===== config.mk =====
export PLATFORM = sky130hd
export DESIGN_NAME = value_to_byte_serializer_flat
export DESIGN_NICKNAME = d
export VERILOG_FILES = /design/src/hdl/vtbs_pkg.sv /design/src/hdl/vtbs_req_if.sv /design/src/hdl/vtbs_byte_if.sv /design/src/hdl/vtbs_cfg_if.sv /design/src/hdl/vtbs_front.sv /design/src/hdl/vtbs_fifo.sv /design/src/hdl/vtbs_back.sv /design/src/hdl/value_to_byte_serializer.sv /design/src/flat_wrapper.sv
export SDC_FILE = /design/constraint.sdc
export NUM_CORES = 1
export LEC_CHECK = 0
export BUFFER_PORTS_ARGS = -buffer_cell sky130_fd_sc_hd__buf_2
export CAP_MARGIN = 30
export CELL_PAD_IN_SITES_DETAIL_PLACEMENT = 0
export CELL_PAD_IN_SITES_GLOBAL_PLACEMENT = 2
export CORE_MARGIN = 2
export CORE_UTILIZATION = 48
export DETAILED_ROUTE_END_ITERATION = 7
export PLACE_DENSITY_LB_ADDON = 0.05
export SYNTH_ARGS = -nofsm -noshare
export SYNTH_HDL_FRONTEND = slang
export SYNTH_SLANG_ARGS = --single-unit

===== constraint.sdc =====
create_clock -name i_clk -period 15.4 [get_ports i_clk]
set_input_delay 3.08 -clock i_clk [delete_from_list [all_inputs] [get_ports i_clk]]
set_output_delay 3.08 -clock i_clk [all_outputs]
set_load 0.005 [all_outputs]

===== src/hdl/vtbs_pkg.sv =====
// Shared types and constants for the value to byte serializer.
package vtbs_pkg;

    localparam int unsigned VALUE_W = 64;
    localparam int unsigned QDEPTH  = 4;
    localparam int unsigned QAW     = $clog2(QDEPTH);

    localparam logic [6:0] GROUP_MASK = 7'h7F;
    localparam logic [7:0] CONT_BIT   = 8'h80;

    typedef enum logic [2:0] {
        REQ_FIXED8   = 3'd0,
        REQ_FIXED16  = 3'd1,
        REQ_FIXED32  = 3'd2,
        REQ_FIXED64  = 3'd3,
        REQ_UVAR32   = 3'd4,
        REQ_ZVAR32   = 3'd5,
        REQ_UVAR64   = 3'd6,
        REQ_ZVAR64   = 3'd7
    } t_req_type;

    // One classified item: for varints the data is the value to split into
    // 7-bit groups; for fixed formats it holds the bytes in emission order,
    // first byte in the low byte, and rem is the byte count minus one.
    typedef struct packed {
        logic               varint;
        logic [2:0]         rem;
        logic [VALUE_W-1:0] data;
    } t_entry;

endpackage


===== src/hdl/vtbs_req_if.sv =====
// Request channel: format code and value, with valid and ready.
interface vtbs_req_if;
    logic        valid;
    logic        ready;
    logic [2:0]  req_type;
    logic [63:0] value_bits;

    modport source (output valid, output req_type, output value_bits, input ready);
    modport sink   (input valid, input req_type, input value_bits, output ready);
endinterface


===== src/hdl/vtbs_byte_if.sv =====
// Byte channel: one serialized byte per word, with a last-byte mark.
interface vtbs_byte_if;
    logic       valid;
    logic       ready;
    logic [7:0] out_byte;
    logic       last_byte;

    modport source (output valid, output out_byte, output last_byte, input ready);
    modport sink   (input valid, input out_byte, input last_byte, output ready);
endinterface


===== src/hdl/vtbs_cfg_if.sv =====
// Configuration write channel carrying the byte order register.
interface vtbs_cfg_if;
    logic valid;
    logic ready;
    logic byte_order;

    modport source (output valid, output byte_order, input ready);
    modport sink   (input valid, input byte_order, output ready);
endinterface


===== src/hdl/vtbs_front.sv =====
// Front stage: accepts requests and turns them into queue entries.
module vtbs_front (
    input  logic                i_clk,
    input  logic                i_rst_n,
    input  logic                i_byte_order,
    vtbs_req_if.sink            i_req,
    output logic                o_push,
    output vtbs_pkg::t_entry    o_entry,
    input  logic                i_push_ready
);

    logic             r_valid;
    vtbs_pkg::t_entry r_entry;
    vtbs_pkg::t_entry n_entry;
    logic [31:0]      u32;
    logic [31:0]      z32;
    logic [63:0]      z64;
    logic [63:0]      v;
    logic [2:0]       nb_m1;
    logic             accept;

    assign i_req.ready = !r_valid || i_push_ready;
    assign accept      = i_req.valid && i_req.ready;
    assign o_push      = r_valid;
    assign o_entry     = r_entry;

    assign v   = i_req.value_bits;
    assign u32 = v[31:0];
    assign z32 = {u32[30:0], 1'b0} ^ {32{u32[31]}};
    assign z64 = {v[62:0], 1'b0} ^ {64{v[63]}};

    always_comb begin
        n_entry = '0;
        nb_m1   = 3'd0;
        unique case (vtbs_pkg::t_req_type'(i_req.req_type))
            vtbs_pkg::REQ_FIXED8:  nb_m1 = 3'd0;
            vtbs_pkg::REQ_FIXED16: nb_m1 = 3'd1;
            vtbs_pkg::REQ_FIXED32: nb_m1 = 3'd3;
            vtbs_pkg::REQ_FIXED64: nb_m1 = 3'd7;
            default:               nb_m1 = 3'd0;
        endcase
        unique case (vtbs_pkg::t_req_type'(i_req.req_type))
            vtbs_pkg::REQ_UVAR32: begin
                n_entry.varint = 1'b1;
                n_entry.data   = {32'd0, u32};
            end
            vtbs_pkg::REQ_ZVAR32: begin
                n_entry.varint = 1'b1;
                n_entry.data   = {32'd0, z32};
            end
            vtbs_pkg::REQ_UVAR64: begin
                n_entry.varint = 1'b1;
                n_entry.data   = v;
            end
            vtbs_pkg::REQ_ZVAR64: begin
                n_entry.varint = 1'b1;
                n_entry.data   = z64;
            end
            default: begin
                // Fixed formats: big endian reverses the low bytes so the
                // back end always shifts out from the bottom.
                n_entry.varint = 1'b0;
                n_entry.rem    = nb_m1;
                if (i_byte_order) begin
                    n_entry.data = v;
                end else begin
                    for (int k = 0; k < 8; k++) begin
                        if (k <= int'(nb_m1)) begin
                            n_entry.data[k*8 +: 8] = v[(int'(nb_m1) - k)*8 +: 8];
                        end
                    end
                end
            end
        endcase
    end

    always_ff @(posedge i_clk) begin
        if (!i_rst_n) begin
            r_valid <= 1'b0;
        end else if (accept) begin
            r_valid <= 1'b1;
        end else if (i_push_ready) begin
            r_valid <= 1'b0;
        end
    end

    always_ff @(posedge i_clk) begin
        if (accept) begin
            r_entry <= n_entry;
        end
    end

endmodule


===== src/hdl/vtbs_fifo.sv =====
// Short first-word-fall-through queue between the front and back stages.
module vtbs_fifo (
    input  logic             i_clk,
    input  logic             i_rst_n,
    input  logic             i_push,
    input  vtbs_pkg::t_entry i_entry,
    output logic             o_push_ready,
    output logic             o_valid,
    output vtbs_pkg::t_entry o_entry,
    input  logic             i_pop
);

    vtbs_pkg::t_entry             r_mem [vtbs_pkg::QDEPTH];
    logic [vtbs_pkg::QAW-1:0]     r_wr;
    logic [vtbs_pkg::QAW-1:0]     r_rd;
    logic [vtbs_pkg::QAW:0]       r_cnt;
    logic                         do_push;
    logic                         do_pop;

    assign o_push_ready = (r_cnt != (vtbs_pkg::QAW+1)'(vtbs_pkg::QDEPTH));
    assign o_valid      = (r_cnt != '0);
    assign o_entry      = r_mem[r_rd];
    assign do_push      = i_push && o_push_ready;
    assign do_pop       = i_pop && o_valid;

    always_ff @(posedge i_clk) begin
        if (!i_rst_n) begin
            r_wr  <= '0;
            r_rd  <= '0;
            r_cnt <= '0;
        end else begin
            if (do_push) begin
                r_wr <= (r_wr == vtbs_pkg::QAW'(vtbs_pkg::QDEPTH-1)) ? '0 : r_wr + 1'b1;
            end
            if (do_pop) begin
                r_rd <= (r_rd == vtbs_pkg::QAW'(vtbs_pkg::QDEPTH-1)) ? '0 : r_rd + 1'b1;
            end
            if (do_push && !do_pop) begin
                r_cnt <= r_cnt + 1'b1;
            end else if (do_pop && !do_push) begin
                r_cnt <= r_cnt - 1'b1;
            end
        end
    end

    always_ff @(posedge i_clk) begin
        if (do_push) begin
            r_mem[r_wr] <= i_entry;
        end
    end

endmodule


===== src/hdl/vtbs_back.sv =====
// Back stage: shifts bytes out of the current entry into the output register.
module vtbs_back (
    input  logic             i_clk,
    input  logic             i_rst_n,
    input  logic             i_q_valid,
    input  vtbs_pkg::t_entry i_q_entry,
    output logic             o_pop,
    vtbs_byte_if.source      o_byte
);

    logic             r_busy;
    vtbs_pkg::t_entry r_work;
    logic             r_out_valid;
    logic [7:0]       r_out_byte;
    logic             r_out_last;

    vtbs_pkg::t_entry src;
    vtbs_pkg::t_entry n_work;
    logic             src_valid;
    logic             src_last;
    logic [7:0]       src_byte;
    logic             adv;
    logic             take;

    assign src       = r_busy ? r_work : i_q_entry;
    assign src_valid = r_busy || i_q_valid;
    assign src_last  = src.varint ? (src.data[63:7] == '0) : (src.rem == 3'd0);
    assign src_byte  = src.varint
                     ? ({1'b0, src.data[6:0] & vtbs_pkg::GROUP_MASK}
                        | (src_last ? 8'h00 : vtbs_pkg::CONT_BIT))
                     : src.data[7:0];
    assign adv       = !r_out_valid || o_byte.ready;
    assign take      = adv && src_valid;
    assign o_pop     = take && !r_busy;

    always_comb begin
        n_work        = src;
        n_work.rem    = src.rem - 3'd1;
        n_work.data   = src.varint ? (src.data >> 7) : (src.data >> 8);
    end

    always_ff @(posedge i_clk) begin
        if (!i_rst_n) begin
            r_busy      <= 1'b0;
            r_out_valid <= 1'b0;
        end else begin
            if (take) begin
                r_busy <= !src_last;
            end
            if (adv) begin
                r_out_valid <= src_valid;
            end
        end
    end

    always_ff @(posedge i_clk) begin
        if (take) begin
            r_work     <= n_work;
            r_out_byte <= src_byte;
            r_out_last <= src_last;
        end
    end

    assign o_byte.valid     = r_out_valid;
    assign o_byte.out_byte  = r_out_byte;
    assign o_byte.last_byte = r_out_last;

endmodule


===== src/hdl/value_to_byte_serializer.sv =====
// Top level of the value to byte serializer: fixed-width and varint encoder.
//
// Usage: each word on i_req carries a format code (req_type) and a 64-bit
// value. Fixed formats of 8, 16, 32 or 64 bits emit the low 1, 2, 4 or 8
// bytes, in the order set by the byte order register. Varint formats emit
// 7-bit groups least significant first with the continuation bit set on all
// but the last byte; the zigzag formats map signed values first.
// Each word on o_byte is one serialized byte, with last_byte high on the
// final byte of a value. The i_cfg channel writes the byte order register
// (0 big endian, 1 little endian) and is always ready; write it only while
// the block is idle.
// Path: a request is registered in the front stage, written into the queue,
// and its first byte goes through the back stage's output register.
// Throughput: one byte per cycle on o_byte while o_byte.ready is high; the
// byte shifter in the back stage sets this rate. A value has 1 to 10 bytes.
// Requests are accepted in consecutive cycles until the four-entry queue
// between the front and back stages fills.
// Reset: front and queue empty, no output pending, byte order big endian.
// Stall: when o_byte.ready is low the current byte holds, the back stage
// waits, and the queue absorbs requests before i_req.ready drops.
module value_to_byte_serializer (
    input  logic        i_clk,
    input  logic        i_rst_n,
    vtbs_req_if.sink    i_req,
    vtbs_cfg_if.sink    i_cfg,
    vtbs_byte_if.source o_byte
);

    logic             r_byte_order;
    logic             f_push;
    vtbs_pkg::t_entry f_entry;
    logic             q_push_ready;
    logic             q_valid;
    vtbs_pkg::t_entry q_entry;
    logic             b_pop;

    // User changes the register only while idle, unenforced; front reads it.
    assign i_cfg.ready = 1'b1;

    always_ff @(posedge i_clk) begin
        if (!i_rst_n) begin
            r_byte_order <= 1'b0;
        end else if (i_cfg.valid) begin
            r_byte_order <= i_cfg.byte_order;
        end
    end

    // Front stage classifies the request and prepares the bytes.
    vtbs_front u_front (
        .i_clk        (i_clk),
        .i_rst_n      (i_rst_n),
        .i_byte_order (r_byte_order),
        .i_req        (i_req),
        .o_push       (f_push),
        .o_entry      (f_entry),
        .i_push_ready (q_push_ready)
    );

    // The queue decouples request acceptance from byte emission.
    vtbs_fifo u_fifo (
        .i_clk        (i_clk),
        .i_rst_n      (i_rst_n),
        .i_push       (f_push),
        .i_entry      (f_entry),
        .o_push_ready (q_push_ready),
        .o_valid      (q_valid),
        .o_entry      (q_entry),
        .i_pop        (b_pop)
    );

    // Back stage registers one byte per cycle onto o_byte unless stalled.
    vtbs_back u_back (
        .i_clk     (i_clk),
        .i_rst_n   (i_rst_n),
        .i_q_valid (q_valid),
        .i_q_entry (q_entry),
        .o_pop     (b_pop),
        .o_byte    (o_byte)
    );

endmodule


===== src/flat_wrapper.sv =====
// flat-port wrapper written by rule: the top's interface ports become plain ports
module value_to_byte_serializer_flat 
  (i_clk, i_rst_n, i_req_valid, i_req_req_type, i_req_value_bits, i_req_ready, i_cfg_valid, i_cfg_byte_order, i_cfg_ready, o_byte_valid, o_byte_out_byte, o_byte_last_byte, o_byte_ready);
  vtbs_req_if i_req_i ();
  vtbs_cfg_if i_cfg_i ();
  vtbs_byte_if o_byte_i ();
  input  logic i_clk;
  input  logic i_rst_n;
  input wire logic [$bits(i_req_i.valid)-1:0] i_req_valid;
  input wire logic [$bits(i_req_i.req_type)-1:0] i_req_req_type;
  input wire logic [$bits(i_req_i.value_bits)-1:0] i_req_value_bits;
  output wire logic [$bits(i_req_i.ready)-1:0] i_req_ready;
  input wire logic [$bits(i_cfg_i.valid)-1:0] i_cfg_valid;
  input wire logic [$bits(i_cfg_i.byte_order)-1:0] i_cfg_byte_order;
  output wire logic [$bits(i_cfg_i.ready)-1:0] i_cfg_ready;
  output wire logic [$bits(o_byte_i.valid)-1:0] o_byte_valid;
  output wire logic [$bits(o_byte_i.out_byte)-1:0] o_byte_out_byte;
  output wire logic [$bits(o_byte_i.last_byte)-1:0] o_byte_last_byte;
  input wire logic [$bits(o_byte_i.ready)-1:0] o_byte_ready;
  assign i_req_i.valid = i_req_valid;
  assign i_req_i.req_type = i_req_req_type;
  assign i_req_i.value_bits = i_req_value_bits;
  assign i_req_ready = i_req_i.ready;
  assign i_cfg_i.valid = i_cfg_valid;
  assign i_cfg_i.byte_order = i_cfg_byte_order;
  assign i_cfg_ready = i_cfg_i.ready;
  assign o_byte_valid = o_byte_i.valid;
  assign o_byte_out_byte = o_byte_i.out_byte;
  assign o_byte_last_byte = o_byte_i.last_byte;
  assign o_byte_i.ready = o_byte_ready;
  value_to_byte_serializer u_core (.i_clk(i_clk), .i_rst_n(i_rst_n), .i_req(i_req_i), .i_cfg(i_cfg_i), .o_byte(o_byte_i));
endmodule

==> impl_results.md <==
* Outcome: finished, final reports clean
* Largest net degree at the start of global routing at 107
* I/O pin total at 85
* Crit share post-route at 0.354
* Core area at a little over 40,000 sq um
* Die area at 42,500 sq um
* Number of flops mapped to enable cells by yosys at 410
* Routed Antenna Nets at 0
* Fillers at 3,427
* Crit start category: input pin
* Relative slew slack at 0.329
* Post-synth top flop: edfxtp_1
* GPL Wtd Cong at 0.897
* Maximum fanout along the worst path at 33
* Synthesized netlist cell count at 1,462
* Mapped Nets at 1,545
* Row count at 74
* Hold Path Class: reg2reg
* Mapped Area at 19,600 sq um
* Postcts setup bufs at 0
* Pwr Density at 175 nW/um^2
* Final TNS setup at 0 ns
* Post_cts resized at 0
* Max Freq at 0.183 GHz
* Clk slew on worst S/H paths at about 0.060 ns
* Die width at 206 um
* I/O Buffers at 83
* Critical path capture point: u_core.u_front.o_entry[43]
* Drt total wl at 55,400 um
* Max_cap viols at 0
* Register area share after synthesis at 0.642
* Worst-Margin Slew at 1.01 ns
* Initial Util at 0.483
* Layout cells sized above 1 at 0.159
* Area added between synthesis and finish at 11.6%
* Asr flop ratio synth at 0
* Critical R2R Capture: u_core.u_back.r_busy
* R2r setup slk at 11.15 ns
* Clock latency at the later pin of the worst-skew pair at 0.57 ns
* Vias in the first global route at 12,100
* Peak supply drop at 113 uV
* Drt first-iter violations at 1,027
* Slew Limit Fails at 0
* Initial antenna violation count at 1
* Ant diodes at 0
* Most common cell after layout, fill and taps aside: edfxtp_1
* Nets at roughly 1,600
* CTS Sinks at 423
* Vias at 12,600
* Arrival time worst endpoint at ~5.7 ns
* Wire per inst at 26.6 um
* CTS root buffer: clkbuf_16
* Min Tclk post-route at around 5.5 ns
* Most frequent cells in the layout: 410 x edfxtp_1, 141 x nand2_1, 107 x mux2i_1, 94 x a21oi_1, 91 x o21ai_0
* Post-route DRC at 0
* Finish-stage setup viols at 0
* H-tree depth at 2
* Synth Warn # at 0
* Final Power at 3.82 mW
* HPWL Detailed at 37,300 um
* Multi-input gate area at 6580 sq um
* Hold buffer count at CTS at 0
* Crit end category: register
* Register Area at 12,600 sq um
* Global Route Usage Sum at 0.264
* Die height at 206 um
* RSZ-0062 raised after global routing: no
* Path type of the worst setup path: in2reg
* CP startpoint: i_req_req_type[1]
* Total gr overflow at 0
* Vias/cell at about 6
* Yosys cell types at 59
* Global-route wire length before repair at just over 80,000 um
* Worst reg2reg path depth at 8
* Setup slack at placement at 9.36 ns
* CTS Buf Count at 46
* Mean area per synthesized cell at 13.4 sq um
* Post-Route Skew at approximately 0.014 ns
* Worst EP required at between 15 and 20 ns
* WHS at 0.489 ns
* Maximum clock path buffer count at 3
* Yosys reg bits at approximately 420
* Initial DRT Pass Iterations at 5
* Final hold viol count at 0
* CTS tree: done
* Lkg Pwr at ~7.3 nW
* Fin worst setup slack at 9.94 ns
worst min path at each step:
stage                                    start                          to  slack, ns  cells past startpoint
finish              u_core.u_front.o_entry[25]  u_core.u_fifo.r_mem[1][25]       0.49                      0
global route        u_core.u_front.o_entry[25]  u_core.u_fifo.r_mem[1][25]       0.52                      0
CTS                 u_core.u_front.o_entry[25]  u_core.u_fifo.r_mem[1][25]       0.49                      0
detailed placement  u_core.u_front.o_entry[25]  u_core.u_fifo.r_mem[3][25]       0.48                      0
global placement    u_core.u_front.o_entry[24]  u_core.u_fifo.r_mem[2][24]       0.47                      0
floorplan            u_core.u_front.o_entry[0]   u_core.u_fifo.r_mem[0][0]       0.46                      0
cells by family after synthesis:
kind of cell	share of synthesized area
AOI/OAI and AO/OA	0.118
xor gates and xnor gates	0.0299
adders and majority gates	0.00677
buffers and inverters	0.0253
DFF	0.642
muxes	0.102
other	0.000191
and+or+nand+nor	0.0758
where the power goes:
part / internal (mW) / switching [mW] / total (mW)
Clock: 0.577 / 0.447 / 1.02
Combinational: 0.405 / 0.756 / 1.16
Sequential: 1.54 / 0.0974 / 1.64
Total: 2.52 / 1.30 / 3.82
state kept, by name, summed over array words and instances, names as in the netlist, named ones only:
name and cells:
u_core.u_fifo.r_wr 2, u_core.u_back.o_byte.valid 1, u_core.u_front.o_entry 68, u_core.u_fifo.r_mem 272, u_core.u_back.o_byte.out_byte 8, u_core.u_fifo.r_rd 2, u_core.u_back.o_byte.last_byte 1, u_core.u_front.o_push 1
u_core.u_fifo.r_cnt 3, u_core.u_back.r_busy 1, u_core.r_byte_order 1, u_core.u_back.r_work 61
routing by layer:
metal | GRT usage | vias up | share of wire
li1 | - | 5734 | -
met1 | 0.389 | 6289 | 0.46
met2 | 0.412 | 463 | 0.46
met3 | 0.0402 | 74 | 0.056
met4 | 0.0684 | 0 | 0.023
met5 | 0 | - | 0
critical path, cell delays in order:
cell and delay [ns]:
buf_2 0.07, buf_4 0.31, nor2b_1 0.24, nand2_1 0.51, ha_1 0.86, mux4_2 0.39
a22oi_1 0.15, o22ai_1 0.10
area by class of cell:
class | count | area share
sequential | 423 | 0.575
multi-input combinational | 921 | 0.301
clock buffer | 53 | 0.0548
tap | 532 | 0.0304
timing repair buffer | 106 | 0.0272
clock inverter | 32 | 0.00915
inverter | 14 | 0.00240
Yosys cell counts (all sizes together) (4+ instances only):
cell	number	area (sq um)
o221ai	4	35.0
a22oi	29	218
nor3	9	45.0
o22ai	42	263
nor4	12	81.3
clkbuf	58	218
a2111oi	5	51.3
nor2b	39	244
xnor2	62	543
a21boi	13	97.6
nand4	4	25.0
buf	46	226
mux2i	108	1080
inv	14	52.6
a21o	8	60.1
edfxtp	410	12300
dfxtp	13	260
nor3b	16	120
nor2	42	158
a2bb2oi	10	87.6
nand2b	15	93.8
o21ai	96	480
nand3	18	90.1
a221oi	17	149
xor2	5	43.8
a31oi	20	125
ha	9	113
nand2	141	529
and2	8	50.1
a21oi	95	479
a211oi	27	203
mux2	20	225
mux4	31	698
stage by stage:
step	util	cells	instance area (sq um)
detailed placement	0.505	1996	20500
finish	0.539	2081	21900
floorplan	-	1462	19600
global route	0.539	2081	21900
CTS	0.539	2081	21900
global placement	0.505	1995	20500
Power figures use the tool's default switching activity.
